File: src/sv/calu_pkg.sv
// Shared types and constants for the 8-bit flag ALU pipeline.
// Depends on nothing; imported by every module of the block.
`default_nettype none

package calu_pkg;

  // Operation codes
  typedef enum logic [4:0] {
    OP_ADD   = 5'd0,
    OP_ADC   = 5'd1,
    OP_SUB   = 5'd2,
    OP_SBC   = 5'd3,
    OP_AND   = 5'd4,
    OP_OR    = 5'd5,
    OP_XOR   = 5'd6,
    OP_CP    = 5'd7,
    OP_INC   = 5'd8,
    OP_DEC   = 5'd9,
    OP_RLC   = 5'd10,
    OP_RRC   = 5'd11,
    OP_RL    = 5'd12,
    OP_RR    = 5'd13,
    OP_SLA   = 5'd14,
    OP_SRA   = 5'd15,
    OP_SRL   = 5'd16,
    OP_SWAP  = 5'd17,
    OP_BIT   = 5'd18,
    OP_RES   = 5'd19,
    OP_SET   = 5'd20,
    OP_DAA   = 5'd21,
    OP_ADD16 = 5'd22,
    OP_INC16 = 5'd23,
    OP_DEC16 = 5'd24
  } op_e;

  // Flag bit positions in the 4-bit flag word
  localparam int unsigned FLAG_Z = 3;
  localparam int unsigned FLAG_N = 2;
  localparam int unsigned FLAG_H = 1;
  localparam int unsigned FLAG_C = 0;

  // Decimal adjust constants
  localparam logic [7:0] DAA_ADJ_LO = 8'h06;
  localparam logic [7:0] DAA_ADJ_HI = 8'h60;
  localparam logic [7:0] BCD_BYTE_MAX = 8'h99;
  localparam logic [3:0] BCD_DIGIT_MAX = 4'h9;

  // Decode stage payload: operands plus the prepared adder input
  typedef struct packed {
    op_e         op;
    logic [15:0] a;
    logic [15:0] b;
    logic [7:0]  b_add;
    logic        cin;
    logic [2:0]  bi;
    logic [3:0]  fin;
  } dec_t;

  // Execute stage payload: result word and partial flags
  typedef struct packed {
    logic [15:0] res;
    logic        z_byte;
    logic        z_alt;
    logic        n;
    logic        h;
    logic        c;
  } ex_t;

endpackage

`default_nettype wire

File: src/sv/cpu_alu_8bit_flags.sv
// 8-bit ALU with Z, N, H, C flags, three register stages: decode, execute, flags.
// Each item is registered in decode, then execute, then the flag stage, which drives the outputs.
// Throughput: one item per cycle while out_ready holds; each stage loads whenever it is empty or draining.
// Reset: synchronous, active low; clears the stage valid bits only.
// Depends on calu_pkg, calu_decode, calu_exec and calu_flags.
`default_nettype none

module cpu_alu_8bit_flags (
  input  wire logic        clk,
  input  wire logic        rst_n,
  input  wire logic        in_valid,
  output logic             in_ready,
  input  wire logic [4:0]  in_op,
  input  wire logic [15:0] in_operand_a,
  input  wire logic [15:0] in_operand_b,
  input  wire logic [2:0]  in_bit_index,
  input  wire logic [3:0]  in_flags_in,
  output logic             out_valid,
  input  wire logic        out_ready,
  output logic [15:0]      out_result,
  output logic [3:0]       out_flags_out
);
  import calu_pkg::*;

  logic dec_valid;
  logic dec_ready;
  dec_t dec;
  logic ex_valid;
  logic ex_ready;
  ex_t  ex;

  // Decode stage
  calu_decode u_decode (
    .clk          (clk),
    .rst_n        (rst_n),
    .in_valid     (in_valid),
    .in_ready     (in_ready),
    .in_op        (in_op),
    .in_operand_a (in_operand_a),
    .in_operand_b (in_operand_b),
    .in_bit_index (in_bit_index),
    .in_flags_in  (in_flags_in),
    .dec_valid    (dec_valid),
    .dec_ready    (dec_ready),
    .dec          (dec)
  );

  // Execute stage
  calu_exec u_exec (
    .clk       (clk),
    .rst_n     (rst_n),
    .dec_valid (dec_valid),
    .dec_ready (dec_ready),
    .dec       (dec),
    .ex_valid  (ex_valid),
    .ex_ready  (ex_ready),
    .ex        (ex)
  );

  // Flag stage and output register
  calu_flags u_flags (
    .clk           (clk),
    .rst_n         (rst_n),
    .ex_valid      (ex_valid),
    .ex_ready      (ex_ready),
    .ex            (ex),
    .out_valid     (out_valid),
    .out_ready     (out_ready),
    .out_result    (out_result),
    .out_flags_out (out_flags_out)
  );

endmodule

`default_nettype wire

File: src/sv/calu_decode.sv
// Stage 1: register the incoming item and prepare the shared 8-bit adder input.
// Depends on calu_pkg.
`default_nettype none

module calu_decode (
  input  wire logic          clk,
  input  wire logic          rst_n,
  input  wire logic          in_valid,
  output logic               in_ready,
  input  wire logic [4:0]    in_op,
  input  wire logic [15:0]   in_operand_a,
  input  wire logic [15:0]   in_operand_b,
  input  wire logic [2:0]    in_bit_index,
  input  wire logic [3:0]    in_flags_in,
  output logic               dec_valid,
  input  wire logic          dec_ready,
  output calu_pkg::dec_t     dec
);
  import calu_pkg::*;

  logic valid_r;
  dec_t dec_r;
  dec_t dec_nxt;

  // Stage may load when empty or when its item moves on
  assign in_ready = !valid_r || dec_ready;

  // Choose the addend and carry so add, sub, inc and dec share one adder
  always_comb begin
    dec_nxt.op    = op_e'(in_op);
    dec_nxt.a     = in_operand_a;
    dec_nxt.b     = in_operand_b;
    dec_nxt.b_add = in_operand_b[7:0];
    dec_nxt.cin   = 1'b0;
    dec_nxt.bi    = in_bit_index;
    dec_nxt.fin   = in_flags_in;
    unique case (op_e'(in_op)) inside
      OP_ADC: begin
        dec_nxt.cin = in_flags_in[FLAG_C];
      end
      OP_SUB, OP_CP: begin
        dec_nxt.b_add = ~in_operand_b[7:0];
        dec_nxt.cin   = 1'b1;
      end
      OP_SBC: begin
        dec_nxt.b_add = ~in_operand_b[7:0];
        dec_nxt.cin   = ~in_flags_in[FLAG_C];
      end
      OP_INC: begin
        dec_nxt.b_add = 8'h01;
      end
      OP_DEC: begin
        dec_nxt.b_add = 8'hFE;
        dec_nxt.cin   = 1'b1;
      end
      default: begin
      end
    endcase
  end

  // Hold valid under reset; advance when the stage is free
  always_ff @(posedge clk) begin
    if (!rst_n) begin
      valid_r <= 1'b0;
    end else if (in_ready) begin
      valid_r <= in_valid;
    end
  end

  // Load the item payload
  always_ff @(posedge clk) begin
    if (in_valid && in_ready) begin
      dec_r <= dec_nxt;
    end
  end

  assign dec_valid = valid_r;
  assign dec       = dec_r;

endmodule

`default_nettype wire

File: src/sv/calu_exec.sv
// Stage 2: compute the result word, the carry, half carry and N flags, and the zero-flag inputs.
// Depends on calu_pkg.
`default_nettype none

module calu_exec (
  input  wire logic          clk,
  input  wire logic          rst_n,
  input  wire logic          dec_valid,
  output logic               dec_ready,
  input  wire calu_pkg::dec_t dec,
  output logic               ex_valid,
  input  wire logic          ex_ready,
  output calu_pkg::ex_t      ex
);
  import calu_pkg::*;

  logic        valid_r;
  ex_t         ex_r;
  ex_t         ex_nxt;
  logic [7:0]  a8;
  logic [7:0]  b8;
  logic [8:0]  sum9;
  logic [4:0]  half5;
  logic [16:0] sum17;
  logic [12:0] half13;
  logic        daa_hi;
  logic        daa_lo;
  logic [7:0]  daa_adj;
  logic [7:0]  daa_res;

  assign dec_ready = !valid_r || ex_ready;

  assign a8 = dec.a[7:0];
  assign b8 = dec.b[7:0];

  // Shared 8-bit adder and low-nibble carry
  assign sum9  = {1'b0, a8} + {1'b0, dec.b_add} + {8'd0, dec.cin};
  assign half5 = {1'b0, a8[3:0]} + {1'b0, dec.b_add[3:0]} + {4'd0, dec.cin};

  // 16-bit adder with carry out of bit 11
  assign sum17  = {1'b0, dec.a} + {1'b0, dec.b};
  assign half13 = {1'b0, dec.a[11:0]} + {1'b0, dec.b[11:0]};

  // Decimal adjust: after a subtraction only the incoming flags decide
  assign daa_hi  = dec.fin[FLAG_C] || (!dec.fin[FLAG_N] && (a8 > BCD_BYTE_MAX));
  assign daa_lo  = dec.fin[FLAG_H] || (!dec.fin[FLAG_N] && (a8[3:0] > BCD_DIGIT_MAX));
  assign daa_adj = (daa_hi ? DAA_ADJ_HI : 8'h00) | (daa_lo ? DAA_ADJ_LO : 8'h00);
  assign daa_res = dec.fin[FLAG_N] ? (a8 - daa_adj) : (a8 + daa_adj);

  // Result and flags per operation; unused codes pass operand and flags
  always_comb begin
    ex_nxt.res    = dec.a;
    ex_nxt.z_byte = 1'b0;
    ex_nxt.z_alt  = dec.fin[FLAG_Z];
    ex_nxt.n      = dec.fin[FLAG_N];
    ex_nxt.h      = dec.fin[FLAG_H];
    ex_nxt.c      = dec.fin[FLAG_C];
    unique case (dec.op) inside
      OP_ADD, OP_ADC: begin
        ex_nxt.res    = {8'h00, sum9[7:0]};
        ex_nxt.z_byte = 1'b1;
        ex_nxt.n      = 1'b0;
        ex_nxt.h      = half5[4];
        ex_nxt.c      = sum9[8];
      end
      OP_SUB, OP_SBC, OP_CP: begin
        ex_nxt.res    = (dec.op == OP_CP) ? dec.a : {8'h00, sum9[7:0]};
        ex_nxt.z_byte = 1'b0;
        ex_nxt.z_alt  = (sum9[7:0] == 8'h00);
        ex_nxt.n      = 1'b1;
        ex_nxt.h      = !half5[4];
        ex_nxt.c      = !sum9[8];
      end
      OP_AND: begin
        ex_nxt.res    = {8'h00, a8 & b8};
        ex_nxt.z_byte = 1'b1;
        ex_nxt.n      = 1'b0;
        ex_nxt.h      = 1'b1;
        ex_nxt.c      = 1'b0;
      end
      OP_OR: begin
        ex_nxt.res    = {8'h00, a8 | b8};
        ex_nxt.z_byte = 1'b1;
        ex_nxt.n      = 1'b0;
        ex_nxt.h      = 1'b0;
        ex_nxt.c      = 1'b0;
      end
      OP_XOR: begin
        ex_nxt.res    = {8'h00, a8 ^ b8};
        ex_nxt.z_byte = 1'b1;
        ex_nxt.n      = 1'b0;
        ex_nxt.h      = 1'b0;
        ex_nxt.c      = 1'b0;
      end
      OP_INC: begin
        ex_nxt.res    = {8'h00, sum9[7:0]};
        ex_nxt.z_byte = 1'b1;
        ex_nxt.n      = 1'b0;
        ex_nxt.h      = half5[4];
      end
      OP_DEC: begin
        ex_nxt.res    = {8'h00, sum9[7:0]};
        ex_nxt.z_byte = 1'b1;
        ex_nxt.n      = 1'b1;
        ex_nxt.h      = !half5[4];
      end
      OP_RLC: begin
        ex_nxt.res    = {8'h00, a8[6:0], a8[7]};
        ex_nxt.z_byte = 1'b1;
        ex_nxt.n      = 1'b0;
        ex_nxt.h      = 1'b0;
        ex_nxt.c      = a8[7];
      end
      OP_RRC: begin
        ex_nxt.res    = {8'h00, a8[0], a8[7:1]};
        ex_nxt.z_byte = 1'b1;
        ex_nxt.n      = 1'b0;
        ex_nxt.h      = 1'b0;
        ex_nxt.c      = a8[0];
      end
      OP_RL: begin
        ex_nxt.res    = {8'h00, a8[6:0], dec.fin[FLAG_C]};
        ex_nxt.z_byte = 1'b1;
        ex_nxt.n      = 1'b0;
        ex_nxt.h      = 1'b0;
        ex_nxt.c      = a8[7];
      end
      OP_RR: begin
        ex_nxt.res    = {8'h00, dec.fin[FLAG_C], a8[7:1]};
        ex_nxt.z_byte = 1'b1;
        ex_nxt.n      = 1'b0;
        ex_nxt.h      = 1'b0;
        ex_nxt.c      = a8[0];
      end
      OP_SLA: begin
        ex_nxt.res    = {8'h00, a8[6:0], 1'b0};
        ex_nxt.z_byte = 1'b1;
        ex_nxt.n      = 1'b0;
        ex_nxt.h      = 1'b0;
        ex_nxt.c      = a8[7];
      end
      OP_SRA: begin
        ex_nxt.res    = {8'h00, a8[7], a8[7:1]};
        ex_nxt.z_byte = 1'b1;
        ex_nxt.n      = 1'b0;
        ex_nxt.h      = 1'b0;
        ex_nxt.c      = a8[0];
      end
      OP_SRL: begin
        ex_nxt.res    = {8'h00, 1'b0, a8[7:1]};
        ex_nxt.z_byte = 1'b1;
        ex_nxt.n      = 1'b0;
        ex_nxt.h      = 1'b0;
        ex_nxt.c      = a8[0];
      end
      OP_SWAP: begin
        ex_nxt.res    = {8'h00, a8[3:0], a8[7:4]};
        ex_nxt.z_byte = 1'b1;
        ex_nxt.n      = 1'b0;
        ex_nxt.h      = 1'b0;
        ex_nxt.c      = 1'b0;
      end
      OP_BIT: begin
        ex_nxt.z_alt  = !a8[dec.bi];
        ex_nxt.n      = 1'b0;
        ex_nxt.h      = 1'b1;
      end
      OP_RES: begin
        ex_nxt.res    = {8'h00, a8 & ~(8'h01 << dec.bi)};
      end
      OP_SET: begin
        ex_nxt.res    = {8'h00, a8 | (8'h01 << dec.bi)};
      end
      OP_DAA: begin
        ex_nxt.res    = {8'h00, daa_res};
        ex_nxt.z_byte = 1'b1;
        ex_nxt.h      = 1'b0;
        ex_nxt.c      = daa_hi;
      end
      OP_ADD16: begin
        ex_nxt.res    = sum17[15:0];
        ex_nxt.n      = 1'b0;
        ex_nxt.h      = half13[12];
        ex_nxt.c      = sum17[16];
      end
      OP_INC16: begin
        ex_nxt.res    = dec.a + 16'd1;
      end
      OP_DEC16: begin
        ex_nxt.res    = dec.a - 16'd1;
      end
      default: begin
      end
    endcase
  end

  // Hold valid under reset; advance when the stage is free
  always_ff @(posedge clk) begin
    if (!rst_n) begin
      valid_r <= 1'b0;
    end else if (dec_ready) begin
      valid_r <= dec_valid;
    end
  end

  always_ff @(posedge clk) begin
    if (dec_valid && dec_ready) begin
      ex_r <= ex_nxt;
    end
  end

  assign ex_valid = valid_r;
  assign ex       = ex_r;

endmodule

`default_nettype wire

File: src/sv/calu_flags.sv
// Stage 3: form the zero flag, pack the flag word and hold the output register.
// Depends on calu_pkg.
`default_nettype none

module calu_flags (
  input  wire logic          clk,
  input  wire logic          rst_n,
  input  wire logic          ex_valid,
  output logic               ex_ready,
  input  wire calu_pkg::ex_t ex,
  output logic               out_valid,
  input  wire logic          out_ready,
  output logic [15:0]        out_result,
  output logic [3:0]         out_flags_out
);
  import calu_pkg::*;

  logic        valid_r;
  logic [15:0] result_r;
  logic [3:0]  flags_r;
  logic        z_nxt;
  logic [3:0]  flags_nxt;

  assign ex_ready = !valid_r || out_ready;

  // Zero flag comes from the result byte or from the execute stage
  assign z_nxt     = ex.z_byte ? (ex.res[7:0] == 8'h00) : ex.z_alt;
  assign flags_nxt = {z_nxt, ex.n, ex.h, ex.c};

  // Hold valid under reset; once the item is taken, reload it from the execute stage
  always_ff @(posedge clk) begin
    if (!rst_n) begin
      valid_r <= 1'b0;
    end else if (ex_ready) begin
      valid_r <= ex_valid;
    end
  end

  always_ff @(posedge clk) begin
    if (ex_valid && ex_ready) begin
      result_r <= ex.res;
      flags_r  <= flags_nxt;
    end
  end

  assign out_valid     = valid_r;
  assign out_result    = result_r;
  assign out_flags_out = flags_r;

endmodule

`default_nettype wire

File: config.mk
export PLATFORM = sky130hd
export DESIGN_NAME = cpu_alu_8bit_flags
export DESIGN_NICKNAME = d
export VERILOG_FILES = /design/src/sv/calu_pkg.sv /design/src/sv/cpu_alu_8bit_flags.sv /design/src/sv/calu_decode.sv /design/src/sv/calu_exec.sv /design/src/sv/calu_flags.sv
export SDC_FILE = /design/constraint.sdc
export NUM_CORES = 1
export LEC_CHECK = 0
export ABC_AREA = 1
export BUFFER_PORTS_ARGS = -buffer_cell sky130_fd_sc_hd__buf_2
export CORE_ASPECT_RATIO = 1.4
export CORE_MARGIN = 1.5
export CORE_UTILIZATION = 45
export CTS_BUF_LIST = sky130_fd_sc_hd__clkbuf_8
export CTS_CLUSTER_SIZE = 40
export DETAILED_ROUTE_END_ITERATION = 10
export PLACE_DENSITY = 0.66
export SETUP_SLACK_MARGIN = 0.3
export SYNTH_ARGS = -nofsm -noshare
export SYNTH_HDL_FRONTEND = slang
export SYNTH_SLANG_ARGS = --single-unit
export TNS_END_PERCENT = 5
File: constraint.sdc
create_clock -name clk -period 2.7 [get_ports clk]
set_input_delay 0.27 -clock clk [delete_from_list [all_inputs] [get_ports clk]]
set_output_delay 0.27 -clock clk [all_outputs]
set_load 0.005 [all_outputs]
# --- Word-level counts from Yosys, hierarchy flattened ---
# Index checks and enable logic that the tools add are counted.
# W data, S select, Z words.
word_totals:
  out_inout_bits: 22
  reg_bits: 97
  input_bits: 48
classes:
  n_eq_ne: 30
  mux: 15
  add_sub_neg: 10
  shift: 1
  magnitude_cmp: 3
  n_reduce_logical: 34
  bitwise: 9
ops:
  columns: ["op", "count"]
  rows:
  - ["$pmux W16 S19", 1]
  - ["$eq A5 B4 Y1 const B", 10]
  - ["$eq A5 B5 Y1 const B", 9]
  - ["$reduce_or A16 Y1", 2]
  - ["$eq A5 B3 Y1 const B", 5]
  - ["$or A8 B8 Y8", 3]
  - ["$pmux W8 S3", 1]
  - ["$eq A5 B2 Y1 const B", 4]
  - ["$add A16 B16 Y17", 1]
  - ["$add A16 B1 Y16 const B", 1]
  - ["$and A8 B8 Y8", 2]
  - ["$logic_not A8 Y1", 2]
  - ["$mux W16", 1]
  - ["$not A8 Y8", 2]
  - ["$reduce_or A4 Y1", 4]
  - ["$sub A16 B1 Y16 const B", 1]
  - ["$reduce_or A3 Y1", 5]
  - ["$add A12 B12 Y13", 1]
  - ["$reduce_or A11 Y1", 1]
  - ["$eq A5 B1 Y1 const B", 2]
  - ["$add A8 B8 Y9", 1]
  - ["$add A9 B1 Y9", 1]
  - ["$add A8 B8 Y8", 1]
  - ["$gt A8 B8 Y1 const B", 1]
  - ["other kinds (22)", 40]

# --- Logic depth before layout (Yosys ltp) ---
depth:
  ltp_word: 8
  depth_mapped: 20

# --- Modules after synthesis ---
# From an unflattened synthesis, not the netlist that was laid out.
hier_totals:
  hier_cells: 969
  area_unflattened_um2: 7475.9
modules_own_cells:
  columns: ["module", "cells_per_inst", "seq_area_each_um2", "area_per_inst_um2", "instances"]
  rows:
  - ["calu_exec", 817, 650.6, 4847.1, 1]
  - ["calu_decode", 114, 1611.5, 1933.1, 1]
  - ["calu_flags", 38, 620.6, 695.7, 1]

# --- Worst setup path after synthesis ---
# No wires, ideal clock.
synth_path:
  path_kind: "reg-to-reg"
  start: "reg u_decode.dec_r, in the netlist u_decode.dec[33]"
  end: "reg u_exec.ex_r, in the netlist u_exec.ex[11] (data pin)"
  setup_ps: 265
  path_buffers: 0
  stages_incl_launch_ff: 20
  arrival_ps: 2600
  required_ps: 2435
  setup_slack_ps: -164
  path_cell_list: "edfxtp_1 inv_1 a21oi_1 inv_1 o21ai_0 ha_1 nand2_1 nand2_1 ha_1 nand2_1 inv_1 nand3_1 nand3_1 nand2_1 nand3_1 nand2_1 inv_1 nand2_1 nor2_1 nand3_1"
synth_lines:
  columns: ["item", "line", "rtl"]
  rows:
  - ["start, declared", "calu_decode.sv:22", "dec_t dec_r;"]
  - ["start signal, assigned", "calu_decode.sv:73", "dec_r <= dec_nxt;"]
  - ["end signal, assigned", "calu_exec.sv:208", "ex_r <= ex_nxt;"]
  - ["end, declared", "calu_exec.sv:18", "ex_t ex_r;"]

==> impl_metrics.ini <==
[power]
p_comb_share_pct = 26.2
p_leak_nw = 3.92
ir_drop_uv = 236
pwr-share-seq_pct = 48.2
p_int_mw = 2.54
swShare_pct = 32.6
pwr-share-clk_pct = 25.6
p_per_area_nw_per_um2 = 432
total_power_mw = 3.77
switchingPower_mw = 1.23

[cells_and_area]
area_delta_synth_final_pct = 18.4
utilization_pct = 54.1
diodes = 0
design_area_um2 = 8710
drive_above_1_share_pct = 21.7
fin_nets = 1175

[routing]
dr.pass1.iters = 7
totalWireLength_um = 22400
dr.first_iter.drc_count = 713
drtAntennaViolNets = 0
via_per_inst = 5.65
dr_total_vias = 7238
wl_per_cell_um = 17.5
route.detailed.drc = 0

[worst_setup_path]
path_depth = 20
endpoint = u_exec.ex[11]
endpoint_kind = flip-flop
crit_buf_inv = 3
critPathMaxStageDelay_ps = 410
critPathMaxFanout = 4
r2r-start = u_decode.dec[34]
worstSetupPathType = reg -> reg
cp_top_family = simple AND/OR/NAND/NOR gates
r2r_cells = 20
critPathSlowestCell = edfxtp_1
cp-startpoint = u_decode.dec[34]
r2r_slack_ps = 130
worstPathArrival_ps = 2680
r2r_end = u_exec.ex[11]
path_cells = inv_2 > a21oi_2 > nand2_1 > nand3_2 > a21oi_2 > ha_1 > nand2_1 > nand2_2 > ha_4 > nand2_2 > inv_2 > nand3_2 > nand3_2 > nand2_2 > nand3_2 > nand2_2 > inv_2 > nand2_1 > nor2_1 > nand3_1
required_ps = 2810
crit_path_start_kind = flip-flop

[floorplanning]
start_util_pct = 45.7
dieArea_um2 = 17100
rows = 55
die_x_um = 111
pin_count = 70
dieHeight_um = 154
core_area_um2 = 16100

[clock_tree]
cts-root-buf = clkbuf_8
cts_num_sinks = 97
cts_tree = yes
htree_levels = 3
clock_latency_ps = 390
cts.clk_slew.worst_paths_ps = 100
clk_path_buf_depth = 2
cts_hold_buf = 0
cts_buffers = 9

[logic_synthesis]
synthesis.nets = 1072
synth-xor-area-share_pct = 0.595
async_reset_ff_share_pct = 0
yosysSeqAreaShare_pct = 39.2
ys_ff_latch = 97
yosys.area_share.simple_pct = 33.8
syn_inst = 974
yosysUniqueCellTypes = 49
synth_area_um2 = 7360
synth-compound-area-share_pct = 10.8
syn_avg_cell_area_um2 = 7.55
synthAdderAreaFrac_pct = 8.91
yosys_warnings = 0
synthFlopType = edfxtp_1
synth_top_family_by_area = simple AND/OR/NAND/NOR gates
synth_edf_count = 94
synthMuxAreaShare_pct = 0

[global_route]
grt_pass1_wl_um = 33600
grt_antenna_before_repair = 0
grt_pass1_vias = 6629
grt_start_max_net_pins = 54
gr-total-overflow = 0
track_usage_pct = 25.3

[timing]
tightest_slew_ps = 786
post-route-min-period_ps = 2570
fin_crit_sh_pct = 95.1
hold_viol = 0
skew_ps = 15.8
relSlewSlack_pct = 47.6
slew_viol_final = 0
setup_tns_ps = 0
grt_setup_unrepaired = yes
final-setup-viol-count = 0
fmaxAchievable_mhz = 389

[status]
status = complete, no violations

[min_path]
hold_path_startpoint = in_operand_b[14]
hp-class = in -> reg

[place]
placed_cell_area_um2 = 8130
gp_congestion = 1.01
dp_hpwl_um = 17100
port_buffers = 69

[flow_run]
cap_violations = 0
[area by class of cell]
| type | count | area [µm²] |
|---|---|---|
| tap | 199 | 249 |
| clock buffer | 9 | 124 |
| timing repair buffer | 102 | 601 |
| fill | 1562 | 7390 |
| sequential | 97 | 2880 |
| inverter | 114 | 435 |
| clock inverter | 7 | 70.1 |
| timing repair inverter | 1 | 7.51 |
| multi-input combinational | 752 | 4340 |
[power groups by stage]
stage	combinational [mW]	clock, mW	sequential, mW
floorplan	0.611	0	1.84
finish	0.985	0.966	1.82
global route	1.08	1.04	1.82
global placement	0.894	0	1.84
detailed placement	0.897	0	1.84
CTS	0.913	0.980	1.81
[cell families after synthesis]
family,Yosys count
AO/OA/AOI/OAI,138
XOR/XNOR,5
adder cells (fa/ha/maj),50
buffers and inverters,125
flip-flops,97
AND/OR/NAND/NOR,559
[stage by stage]
step           std cells  hold WS [ps]  setup slack, ps
2_1_floorplan        974           369              114
3_3_place_gp        1258           402              153
3_5_place_dp        1258           405             96.6
4_1_cts             1279          45.4              200
5_1_grt             1281          30.8            -56.3
6_report            1281          52.9              132
[worst min path at each step]
| stage | endpoint | slack (ps) | cells past startpoint |
|---|---|---|---|
| final | u_decode.dec[30] | 50 | 1 |
| after global routing | u_decode.dec[29] | 30 | 1 |
| after CTS | u_decode.dec[29] | 50 | 1 |
| after detailed placement | u_flags.out_result[10] | 410 | 0 |
| after global placement | u_flags.out_result[11] | 400 | 0 |
| after floorplan | u_decode.dec[0] | 370 | 0 |
[per-layer routing]
layer	GRT usage, %	up-vias	routed length (µm)
li1	-	3547	-
met1	30.0	3282	8910
met2	43.7	328	10800
met3	3.80	81	1430
met4	14.5	0	1280
met5	0	-	0
[state kept, by name, summed over array words and instances, names as in the netlist]
name / cells
u_flags.out_valid: 1
u_decode.dec: 53
u_exec.ex_valid: 1
u_flags.out_flags_out: 4
u_exec.ex: 21
u_decode.dec_valid: 1
u_flags.out_result: 16
[timing repair]
action	CTS	global route
setup endpoints to repair	13	18
pin swaps	6	31
buffers inserted	4	2
resized for setup	11	70
cloned	1	0
[layout by cell type (no fill, tap or decap), drive strengths merged, types with 2 or more instances in the layout]
cell type	n
nand2	292
inv	116
nand3	112
buf	102
nor2	95
edfxtp	94
a21oi	64
ha	46
o21ai	38
nand4	23
nor3	13
nand3b	12
o211ai	11
clkbuf	9
or2	6
nor4	4
o22ai	4
fa	4
xor2	3
o21a	3
a22oi	3
clkinvlp	3
dfxtp	3
o21bai	2
o2111ai	2
o221ai	2
xnor2	2
a31oi	2
clkinv	2
[Yosys cell counts, types with 11 or more instances]
library cell / number / area [µm²]
nor2_1: 86 / 323
inv_1: 104 / 390
edfxtp_1: 94 / 2820
nand4_1: 22 / 138
ha_1: 46 / 576
a21oi_1: 64 / 320
o21ai_0: 37 / 185
nand3_1: 109 / 546
nor3_1: 12 / 60.1
nand2_1: 281 / 1050
o211ai_1: 11 / 82.6
nand3b_1: 12 / 90.1
Note: power is estimated with default switching activity, not from simulation.
